## src/rwmf_pkg.sv

```systemverilog
// shared widths, codes and control structs of the rgb window median filter
package rwmf_pkg;

   localparam int PIX_W      = 8;
   localparam int POS_W      = 6;
   localparam int CFG_W      = 7;
   localparam int WIN_W      = 3;
   localparam int CNT_W      = 6;
   localparam int BIT_W      = 3;
   localparam int CSR_IDX_W  = 2;
   localparam int RGB_W      = 3 * PIX_W;
   localparam int REQ_DATA_W = 40;
   localparam int RSP_DATA_W = 24;

   localparam logic CMD_WRITE = 1'b0;
   localparam logic CMD_READ  = 1'b1;

   localparam logic [CSR_IDX_W-1:0] CSR_IMAGE_WIDTH  = 2'd0;
   localparam logic [CSR_IDX_W-1:0] CSR_IMAGE_HEIGHT = 2'd1;
   localparam logic [CSR_IDX_W-1:0] CSR_WINDOW_SIZE  = 2'd2;

   localparam logic [CFG_W-1:0] RESET_IMAGE_WIDTH  = 7'd64;
   localparam logic [CFG_W-1:0] RESET_IMAGE_HEIGHT = 7'd64;
   localparam logic [WIN_W-1:0] RESET_WINDOW_SIZE  = 3'd3;

   // window walker status: sample and in_frame in the cycle after the address issued,
   // last in the same cycle as the final address
   typedef struct packed {
      logic sample;
      logic in_frame;
      logic last;
   } walk_stat_type;

   // sequencer commands to the rank select lanes
   typedef struct packed {
      logic             start;
      logic             sample;
      logic             pass_end;
      logic             tail;
      logic [BIT_W-1:0] bit_idx;
      logic [CNT_W-1:0] half_n;
   } sel_ctrl_type;

endpackage

```

## src/rwmf_select.sv

```systemverilog
// rank select lane: finds the k-th smallest value one bit per pass
module rwmf_select
   import rwmf_pkg::*;
(
   input  logic             clock,
   input  sel_ctrl_type     ctrl,
   input  logic [PIX_W-1:0] value,
   output logic [PIX_W-1:0] median
);

   logic [PIX_W-1:0] pfx_ff, pfx_in;
   logic [CNT_W-1:0] k_ff, k_in;
   logic [CNT_W-1:0] cnt_ff, cnt_in;
   logic [CNT_W-1:0] lt_cnt_ff, lt_cnt_in;
   logic [PIX_W-1:0] lt_max_ff, lt_max_in;

   logic [8:0]       hi_mask_w;
   logic [PIX_W-1:0] hi_mask;
   logic             match;
   logic [PIX_W-1:0] lower_mid;
   logic [8:0]       mid_sum;

   // bits above the one under test must equal the prefix found so far
   assign hi_mask_w = 9'h1FF << ({1'b0, ctrl.bit_idx} + 4'd1);
   assign hi_mask   = hi_mask_w[PIX_W-1:0];
   assign match     = (((value ^ pfx_ff) & hi_mask) == '0) && !value[ctrl.bit_idx];

   always_comb begin
      pfx_in    = pfx_ff;
      k_in      = k_ff;
      cnt_in    = cnt_ff;
      lt_cnt_in = lt_cnt_ff;
      lt_max_in = lt_max_ff;
      if (ctrl.start) begin
         pfx_in    = '0;
         k_in      = ctrl.half_n;
         cnt_in    = '0;
         lt_cnt_in = '0;
         lt_max_in = '0;
      end else if (ctrl.sample) begin
         if (ctrl.tail) begin
            // tail pass: largest value below the upper middle
            if (value < pfx_ff) begin
               lt_cnt_in = lt_cnt_ff + 6'd1;
               if (value > lt_max_ff) begin
                  lt_max_in = value;
               end
            end
         end else if (match) begin
            cnt_in = cnt_ff + 6'd1;
         end
      end else if (ctrl.pass_end && !ctrl.tail) begin
         if (k_ff >= cnt_ff) begin
            pfx_in[ctrl.bit_idx] = 1'b1;
            k_in = k_ff - cnt_ff;
         end
         cnt_in = '0;
      end
   end

   always_ff @(posedge clock) begin
      pfx_ff    <= pfx_in;
      k_ff      <= k_in;
      cnt_ff    <= cnt_in;
      lt_cnt_ff <= lt_cnt_in;
      lt_max_ff <= lt_max_in;
   end

   assign lower_mid = (lt_cnt_ff >= ctrl.half_n) ? lt_max_ff : pfx_ff;
   assign mid_sum   = {1'b0, lower_mid} + {1'b0, pfx_ff};
   assign median    = ctrl.tail ? mid_sum[8:1] : pfx_ff;

endmodule

```

## config.mk

```make
export PLATFORM = sky130hd
export DESIGN_NAME = rwmf_select
export DESIGN_NICKNAME = d
export VERILOG_FILES = /design/src/rwmf_pkg.sv /design/src/rwmf_select.sv
export SDC_FILE = /design/constraint.sdc
export NUM_CORES = 1
export LEC_CHECK = 0
export BUFFER_PORTS_ARGS = -buffer_cell sky130_fd_sc_hd__buf_2
export CORE_UTILIZATION = 40
export CTS_BUF_LIST = sky130_fd_sc_hd__clkbuf_8
export DETAILED_ROUTE_END_ITERATION = 12
export PLACE_DENSITY = 0.57
export SLEW_MARGIN = 15
export SYNTH_ARGS = -nofsm -noshare
export SYNTH_HDL_FRONTEND = slang
export SYNTH_SLANG_ARGS = --single-unit
```

## constraint.sdc

```tcl
create_clock -name clock -period 4.7 [get_ports clock]
set_clock_uncertainty 0.15 [all_clocks]
set_input_delay 0.47 -clock clock [delete_from_list [all_inputs] [get_ports clock]]
set_output_delay 0.47 -clock clock [all_outputs]
set_load 0.01 [all_outputs]
```

==> flow_metrics.tcl <==
set metrics [dict create \
    outcome "finished, final reports clean" \
    reg2reg_depth 8 \
    cts_root_buf "clkbuf_8" \
    die_area_um2 7704 \
    ys_ff_latch 34 \
    synth_edf_count 6 \
    clockBufferDepth 2 \
    io_buffers 29 \
    via_count 2690 \
    ir_drop_uv 116.3 \
    cts_tree "yes" \
    timing.final.crit_share 0.8992 \
    syn_nets 419 \
    clk_pin_slew_ns 0.07 \
    worst_ep_arrival_time_ns 3.61 \
    power_mw 0.6669 \
    nets 444 \
    numCtsBuffers 5 \
    finalHoldViolations 0 \
    dp_hpwl_um 5725 \
    maxSlewViolCount 0 \
    synthTopCellsByCount "inv_1, ha_1, dfxtp_1, a21oi_1, o21ai_0" \
    viasPerCell 5.628 \
    cp-end-kind "output pin" \
    postLayoutCellArea_um2 3232 \
    grt_pass1_vias 2402 \
    rows 30 \
    r2r_setup_slack_ns 2.00 \
    io_pins 30 \
    final_cells 478 \
    wl_met2_um 3204 \
    clock-sinks 34 \
    drive_gt1_frac 0.1204 \
    r2r_start "cnt_ff[0]$_SDFFE_PP0P_" \
    m1WireLength_um 3666 \
    startpoint_type "register" \
    core_area_um2 6944 \
    synth_largest_area_cell "dfxtp_1" \
    start_util 0.4238 \
    path_max_fanout 14 \
    critPathLaunch "lt_cnt_ff[0]$_SDFFE_PP0P_" \
    grt_pass1_wl_um 12070 \
    hold_path.startpoint "ctrl[5]" \
    hp-class "in -> reg" \
    dieWidth_um 87.78 \
    cts_resized 0 \
    maxUsedRoutingLayer "met4" \
    drtPass1Iterations 5 \
    areaGrowthSynthToFinish_pct 9.821 \
    yosys.area.top_type_share 0.1905 \
    period_needed_ns 4.226 \
    grt_max_degree 49 \
    p_leak_nw 1.352 \
    syn_avg_cell_area_um2 8.266 \
    track_usage 0.2039 \
    gp_congestion 0.7825 \
    dr.first_iter.drc_count 136 \
    grt_overflow_total 0 \
    yosysWarningCount 0 \
    antenna_found_initial 0 \
    maxCapViolCount 0 \
    path_class "reg -> out" \
    power_density_nw_per_um2 206.3 \
    htreeDepth 2 \
    relSlewSlack 0.4559 \
    drc 0 \
    tightest_slew_ns 0.8162 \
    hold-path-cell-count 3 \
    clock_latency_ns 0.29 \
    timing.fmax_mhz 236.6 \
    dominantRegCellSynth "dfxtp_1" \
    finalWirelength_um 7317 \
    r2r_end "k_ff[4]$_DFFE_PP_" \
    wl_per_cell_um 15.31 \
    holdPathEnd "k_ff[5]$_DFFE_PP_" \
    synth_most_common_cell "inv_1" \
    required_ns 4.08 \
    synthDistinctLibCells 58 \
    ant_nets 0 \
    setup_violations 0 \
    die_y_um 87.78 \
    insertedDiodeCount 0 \
    seq_area_frac_synth 0.2517 \
    cts_setup_buffers 0 \
    dp.cells 470 \
    synthArstFlopShare 0 \
    synth_top_cells_by_area "dfxtp_1, ha_1, edfxtp_1, inv_1, a21oi_1" \
    fin_tns_setup_ns 0 \
    fin_util 0.4654 \
    synthCells 356 \
    syn-cell-area_um2 2943 \
    rsz0062_at_grt "no" \
    placed_area_um2 3151 \
    cts_hold_buffers 0 \
    route.met3.wl_um 358 \
]
==> worst max-delay path by stage <==
stage | to | slack, ns
after global routing | median[7] | 0.23
after CTS | median[7] | 0.47
after floorplan | median[7] | 0.95
after global placement | median[7] | 0.68
after detailed placement | median[7] | 0.63
final | median[7] | 0.47
==> layout by cell type (no fill, tap or decap), drive strengths merged, types with 3 or more instances in the layout <==
cell     count
o211ai       3
nand2b      12
nor3         3
nor2        15
o31ai       13
buf         31
o2111ai      5
nand2       21
clkbuf       5
a21o         7
dfxtp       28
and3         6
edfxtp       6
xnor2        4
o21ai       24
nand3b       3
mux2         3
inv         42
a21oi       27
nand4        7
or4         13
a21boi       3
ha          39
a211oi       3
or3          4
o221ai       3
clkinv       3
a31oi        3
o22ai        4
mux2i        4
nor2b        5
nand3        7
xor2         3
==> state kept, by name (all words and copies together), names as in the netlist <==
register,count
lt_max_ff,8
pfx_ff,8
cnt_ff,6
k_ff,6
lt_cnt_ff,6
==> layout make-up <==
type	count	area, um2
Sequential cell	34	740.7
Clock inverter	3	12.51
Timing Repair Buffer	31	160.2
Multi-Input combinational cell	267	1972
Fill cell	720	3712
Inverter	42	157.7
Clock buffer	5	68.82
Tap cell	96	120.1
==> stage by stage <==
stage	setup slack [ns]	hold slack, ns
2_1_floorplan	0.9488	0.3066
4_1_cts	0.4661	0.3245
3_5_place_dp	0.6329	0.3511
6_report	0.4737	0.3419
3_3_place_gp	0.6821	0.3354
5_1_grt	0.2262	0.3513
==> worst max-delay path: stages (launching register included) <==
cell,delay (ns)
dfxtp_1,0.39
inv_1,0.08
ha_1,0.26
nand2b_1,0.15
a21oi_1,0.15
o221ai_1,0.14
buf_4,0.20
nand2_1,0.07
o21ai_0,0.18
fa_1,0.49
a21o_1,0.18
a21oi_1,0.21
o21bai_1,0.09
a21oi_1,0.23
nor2_1,0.07
o41a_1,0.30
buf_2,0.14
==> kinds of logic (layout without fill, tap and decap cells) <==
group	Yosys count	count (layout)	share of synthesized area
fa+ha+maj	41	41	0.1794
buf+inv	55	81	0.07823
mux	7	7	0.02508
xor+xnor	7	7	0.02083
simple gates	103	103	0.1964
flops	34	34	0.2517
compound gates	109	109	0.2483
==> per-layer routing <==
layer / up-vias / global-route usage
met2: 58 / 0.3101
met5: - / 0
met3: 9 / 0.03582
met4: 0 / 0.05365
met1: 1262 / 0.2959
li1: 1361 / -
==> where the power goes <==
part	switching [mW]	total [mW]	internal [mW]
registers	0.00470	0.311	0.307
logic	0.0893	0.146	0.0566
clock network	0.110	0.210	0.0997
total	0.204	0.667	0.463
No activity file was read; power rests on OpenSTA's default activity.
