--- src/rwmf_pkg.sv ---
// shared widths, codes and control structs of the rgb window median filter
package rwmf_pkg;

   localparam int PIX_W      = 8;
   localparam int POS_W      = 6;
   localparam int CFG_W      = 7;
   localparam int WIN_W      = 3;
   localparam int CNT_W      = 6;
   localparam int BIT_W      = 3;
   localparam int CSR_IDX_W  = 2;
   localparam int RGB_W      = 3 * PIX_W;
   localparam int REQ_DATA_W = 40;
   localparam int RSP_DATA_W = 24;

   localparam logic CMD_WRITE = 1'b0;
   localparam logic CMD_READ  = 1'b1;

   localparam logic [CSR_IDX_W-1:0] CSR_IMAGE_WIDTH  = 2'd0;
   localparam logic [CSR_IDX_W-1:0] CSR_IMAGE_HEIGHT = 2'd1;
   localparam logic [CSR_IDX_W-1:0] CSR_WINDOW_SIZE  = 2'd2;

   localparam logic [CFG_W-1:0] RESET_IMAGE_WIDTH  = 7'd64;
   localparam logic [CFG_W-1:0] RESET_IMAGE_HEIGHT = 7'd64;
   localparam logic [WIN_W-1:0] RESET_WINDOW_SIZE  = 3'd3;

   // window walker status: sample and in_frame in the cycle after the address issued,
   // last in the same cycle as the final address
   typedef struct packed {
      logic sample;
      logic in_frame;
      logic last;
   } walk_stat_type;

   // sequencer commands to the rank select lanes
   typedef struct packed {
      logic             start;
      logic             sample;
      logic             pass_end;
      logic             tail;
      logic [BIT_W-1:0] bit_idx;
      logic [CNT_W-1:0] half_n;
   } sel_ctrl_type;

endpackage

--- src/rwmf_walker.sv ---
// window walker: issues one pixel store address per cycle over the window
module rwmf_walker
   import rwmf_pkg::*;
#(
   parameter int MAX_WIDTH = 64,
   parameter int ADDR_W    = 12
) (
   input  logic              clock,
   input  logic              reset,
   input  logic              load,
   input  logic              start,
   input  logic [POS_W-1:0]  row_in,
   input  logic [POS_W-1:0]  col_in,
   input  logic [WIN_W-1:0]  win_in,
   input  logic [CFG_W-1:0]  lim_w,
   input  logic [CFG_W-1:0]  lim_h,
   output logic [ADDR_W-1:0] rd_addr,
   output walk_stat_type     stat
);

   logic [POS_W-1:0] row_ff, row_in_nx;
   logic [POS_W-1:0] col_ff, col_in_nx;
   logic [WIN_W-1:0] win_ff, win_in_nx;
   logic [WIN_W-1:0] wr_ff, wr_in;
   logic [WIN_W-1:0] wc_ff, wc_in;
   logic             busy_ff, busy_in;
   logic             smp_ff, smp_in;
   logic             inf_ff, inf_in;

   logic [7:0]       r_pos, c_pos;
   logic [7:0]       half;
   logic             pos_ok;
   logic             last_elem;

   // offsets start at -(w/2); bit 7 set means the position fell off the top or left
   assign half  = 8'(win_ff >> 1);
   assign r_pos = {2'b00, row_ff} + {5'b0, wr_ff} - half;
   assign c_pos = {2'b00, col_ff} + {5'b0, wc_ff} - half;
   assign pos_ok = !r_pos[7] && !c_pos[7] && (r_pos[6:0] < lim_h) && (c_pos[6:0] < lim_w);
   assign rd_addr = ADDR_W'(32'(r_pos[6:0]) * MAX_WIDTH + 32'(c_pos[6:0]));

   assign last_elem = busy_ff && (wr_ff == win_ff - 3'd1) && (wc_ff == win_ff - 3'd1);

   always_comb begin
      row_in_nx = row_ff;
      col_in_nx = col_ff;
      win_in_nx = win_ff;
      wr_in     = wr_ff;
      wc_in     = wc_ff;
      busy_in   = busy_ff;
      if (load) begin
         row_in_nx = row_in;
         col_in_nx = col_in;
         win_in_nx = win_in;
      end
      if (start) begin
         wr_in   = '0;
         wc_in   = '0;
         busy_in = 1'b1;
      end else if (busy_ff) begin
         if (wc_ff == win_ff - 3'd1) begin
            wc_in = '0;
            if (wr_ff == win_ff - 3'd1) begin
               busy_in = 1'b0;
            end else begin
               wr_in = wr_ff + 3'd1;
            end
         end else begin
            wc_in = wc_ff + 3'd1;
         end
      end
      smp_in = busy_ff;
      inf_in = busy_ff && pos_ok;
   end

   always_ff @(posedge clock) begin
      if (reset) begin
         busy_ff <= 1'b0;
         smp_ff  <= 1'b0;
         inf_ff  <= 1'b0;
      end else begin
         busy_ff <= busy_in;
         smp_ff  <= smp_in;
         inf_ff  <= inf_in;
      end
      row_ff <= row_in_nx;
      col_ff <= col_in_nx;
      win_ff <= win_in_nx;
      wr_ff  <= wr_in;
      wc_ff  <= wc_in;
   end

   assign stat.sample   = smp_ff;
   assign stat.in_frame = inf_ff;
   assign stat.last     = last_elem;

endmodule

--- config.mk ---
export PLATFORM = sky130hd
export DESIGN_NAME = rwmf_walker
export DESIGN_NICKNAME = d
export VERILOG_FILES = /design/src/rwmf_pkg.sv /design/src/rwmf_walker.sv
export SDC_FILE = /design/constraint.sdc
export NUM_CORES = 1
export LEC_CHECK = 0
export BUFFER_PORTS_ARGS = -buffer_cell sky130_fd_sc_hd__buf_2
export CORE_MARGIN = 2
export CORE_UTILIZATION = 52
export DETAILED_ROUTE_END_ITERATION = 10
export PLACE_DENSITY_LB_ADDON = 0.3
export SLEW_MARGIN = 10
export SYNTH_ARGS = -nofsm -noshare
export SYNTH_HDL_FRONTEND = slang
export SYNTH_SLANG_ARGS = --single-unit
--- constraint.sdc ---
create_clock -name clock -period 4.6 [get_ports clock]
set_clock_uncertainty 0.05 [all_clocks]
set_input_delay 0.92 -clock clock [delete_from_list [all_inputs] [get_ports clock]]
set_output_delay 0.92 -clock clock [all_outputs]
set_load 0.01 [all_outputs]
==> flow_metrics.py <==
metrics = {
    "synthesis": {
        "synth_top_flop_cell": "edfxtp_1",
        "synth-async-reset-ratio_pct": 0,
        "yosysWarnings": 0,
        "yosys.cell_types.count": 30,
        "synth_top_area_share_pct": 22.8,
        "synth_edf_count": 15,
        "synth_top_area_cell": "ha_1",
        "synth-seq-area-share_pct": 31.0,
        "avgSynthCellArea_um2": 9.50,
        "syn_area_mm2": 0.00203,
        "ys_seq_elements": 24,
        "syn_inst": 214,
        "yosysMostFrequentCell": "inv_1",
        "netlist_top_cells_area": "ha_1 (23%), edfxtp_1 (22%), dfxtp_1 (8.9%)",
        "syn-num-nets": 288,
        "yosys-top-cells-count": "inv_1 (47), ha_1 (37), a21oi_1 (15), edfxtp_1 (15), xnor2_1 (12)",
    },
    "detailed_routing": {
        "wl_mm": 3.53,
        "vias": 1515,
        "final_antenna_net_count": 0,
        "first_pass_iters": 4,
        "vias_per_cell": 4.89,
        "post_drt_wl_per_cell_um": 11.4,
        "drtIter0Drc": 29,
        "drt_drc_violations_left": 0,
    },
    "timing": {
        "drv_slew": 0,
        "max_slew_margin_pct": 66.8,
        "finalCritPeriodShare_pct": 91.3,
        "setup_viol_count_final": 0,
        "hold_ws_ns": 0.432,
        "tightest_slew_ns": 0.494,
        "min_period_ns": 4.20,
        "tns_ns": 0,
        "rsz0062_at_grt": "false",
        "hold_viol": 0,
        "fmax_mhz": 238,
    },
    "floorplanning": {
        "die_w_um": 66.5,
        "std_cell_rows": 22,
        "floorplan.io_pins": 48,
        "die_y_um": 66.5,
        "core_area_mm2": 0.00372,
        "dieArea_mm2": 0.00443,
        "start_util_pct": 54.7,
    },
    "power_and_ir_drop": {
        "switching_share_pct": 34.4,
        "p_int_uw": 526,
        "p_per_area_mw_per_mm2": 338,
        "p_clk_share_pct": 23.2,
        "vdd_ir_drop_max_v": 0.000258,
        "p_seq_share_pct": 31.7,
        "p_comb_share_pct": 45.1,
        "p_leak_uw": 0.00120,
        "p_sw_uw": 276,
    },
    "place": {
        "post_dp_cell_area_mm2": 0.00231,
        "place_congestion": 0.812,
        "place.port_buffers": 47,
        "hpwl_mm": 2.96,
        "dp.cells": 306,
    },
    "clock_tree": {
        "cts_tree": "done",
        "clkSinkCount": 24,
        "post_cts_buffers": 0,
        "cts_resized": 0,
        "cts_buffers": 3,
        "h-tree-depth": 1,
        "clockRootBuffer": "clkbuf_8",
        "cts.path.max_buffers": 2,
        "clkTransAtPathRegs_ns": 0.09,
        "hold_buffers": 0,
        "clock_latency_ns": 0.27,
    },
    "grt": {
        "grt_pass1_vias": 1455,
        "antenna_found_initial": 0,
        "grt_max_degree": 16,
        "gr-total-overflow": 0,
        "track_usage_pct": 17.8,
        "grt_pass1_wl_mm": 6.01,
    },
    "final_layout": {
        "finalNonFillerCells": 310,
        "final_cell_area_mm2": 0.00238,
        "fill_cells": 329,
        "layout-drive-gt1-share_pct": 20.6,
        "n_antenna_cell": 0,
        "nets": 337,
        "area_growth_syn_to_layout_pct": 16.9,
    },
    "critical_path": {
        "r2r_end": "inf_ff$_SDFF_PP0_",
        "reg2regPathDepth": 11,
        "crit_type": "flip-flop to output port",
        "cp-endpoint": "rd_addr[10]",
        "r2r-start": "win_ff[2]$_DFFE_PP_",
        "cp-startpoint": "win_ff[2]$_DFFE_PP_",
        "cp-start-kind": "flip-flop",
        "end_kind": "output port",
        "reg2reg_slack_ns": 1.13,
        "crit_fanout": 4,
        "cp.arrival_ns": 3.23,
        "worst_ep_required_time_ns": 3.63,
    },
    "run": {
        "drv_cap": 0,
    },
    "min_path": {
        "min_path_type": "flip-flop to flip-flop",
    },
    "status": {
        "status": "finished, final reports clean",
    },
}
-- final cells by class --
cell class	instances	area [um^2]	area share (%)
Clock inverter	1	30.0	1.26
Multi-Input combinational cell	140	1200	50.6
Inverter	47	176	7.42
Sequential cell	24	631	26.5
Timing Repair Buffer	47	235	9.89
Tap cell	48	60.1	2.53
Clock buffer	3	41.3	1.74
-- power groups by stage --
stage | Clock (uW) | Combinational, uW | Sequential [uW]
2_1_floorplan | 0 | 261 | 257
3_3_place_gp | 0 | 359 | 260
3_5_place_dp | 0 | 366 | 260
4_1_cts | 191 | 368 | 255
5_1_grt | 199 | 417 | 257
6_report | 186 | 362 | 255
-- registers in the layout (all words and copies together), names as in the netlist --
register / count
inf_ff: 1
win_ff: 3
wr_ff: 3
row_ff: 6
smp_ff: 1
col_ff: 6
busy_ff: 1
wc_ff: 3
-- cells by family after synthesis --
logic type,Yosys count,synth area share [%]
muxes,1,0.492
AOI/OAI and AO/OA,33,10.0
DFF,24,31.0
and+or+nand+nor,44,11.5
buffers and inverters,50,9.78
adders and majority gates,41,26.7
xor gates and xnor gates,21,10.5
-- layer usage --
layer  track usage (%)  vias up  wire [um]
li1                  -      808          -
met1              21.5      673       1630
met2              32.4       32       1720
met3              4.05        2        156
met4              3.57        0         19
met5                 0        -          0
-- critical path, cell delays in order (launching register included) --
cell	delay, ns
edfxtp_1	0.48
fa_1	0.54
fa_1	0.48
nor2b_1	0.13
o21a_1	0.13
o21ai_0	0.10
o311a_1	0.34
ha_1	0.22
ha_1	0.20
nand3_1	0.09
xnor2_1	0.11
buf_2	0.14
-- cells in the final DEF, fill, tap and decap left out --
master and count:
inv_1 47, xor3_1 1, a2111o_1 1, edfxtp_1 15, o21ai_0 5, nand3_1 6
a21oi_1 15, nand2b_1 5, o21a_1 1, nor3_2 1, fa_1 4, nor2_1 11
a21o_1 2, mux2i_1 1, nor3_1 1, or3_2 1, bufinv_16 1, nor2b_1 4
buf_2 47, ha_1 37, a211oi_1 5, xnor3_1 1, clkbuf_8 3, nand2_1 7
nand4_1 5, xnor2_1 12, nor3b_1 2, and3_4 1, o21bai_1 3, xor2_1 7
o311a_1 1, dfxtp_1 9
-- through the flow --
| stage | setup slack [ns] | util [%] | total power (uW) |
|---|---|---|---|
| after floorplan | 0.911 | - | 518 |
| after detailed placement | 0.693 | 62.1 | 626 |
| final | 0.402 | 64.0 | 803 |
| after global routing | 0.186 | 64.0 | 872 |
| after global placement | 0.717 | 62.1 | 618 |
| after CTS | 0.365 | 64.0 | 814 |
-- how the worst min path moves through the flow --
stage | start | endpoint | slack [ns] | depth (start not counted)
after floorplan | wc_ff[2]$_SDFFE_PP0P_ | wc_ff[2]$_SDFFE_PP0P_ | 0.39 | 2
after global placement | wc_ff[2]$_SDFFE_PP0P_ | wc_ff[2]$_SDFFE_PP0P_ | 0.42 | 2
after detailed placement | wc_ff[2]$_SDFFE_PP0P_ | wc_ff[2]$_SDFFE_PP0P_ | 0.42 | 2
after CTS | wc_ff[2]$_SDFFE_PP0P_ | wc_ff[2]$_SDFFE_PP0P_ | 0.44 | 2
after global routing | wc_ff[2]$_SDFFE_PP0P_ | wc_ff[2]$_SDFFE_PP0P_ | 0.44 | 2
final | wc_ff[2]$_SDFFE_PP0P_ | wc_ff[2]$_SDFFE_PP0P_ | 0.43 | 2
No activity file was read; power rests on OpenSTA's default activity.
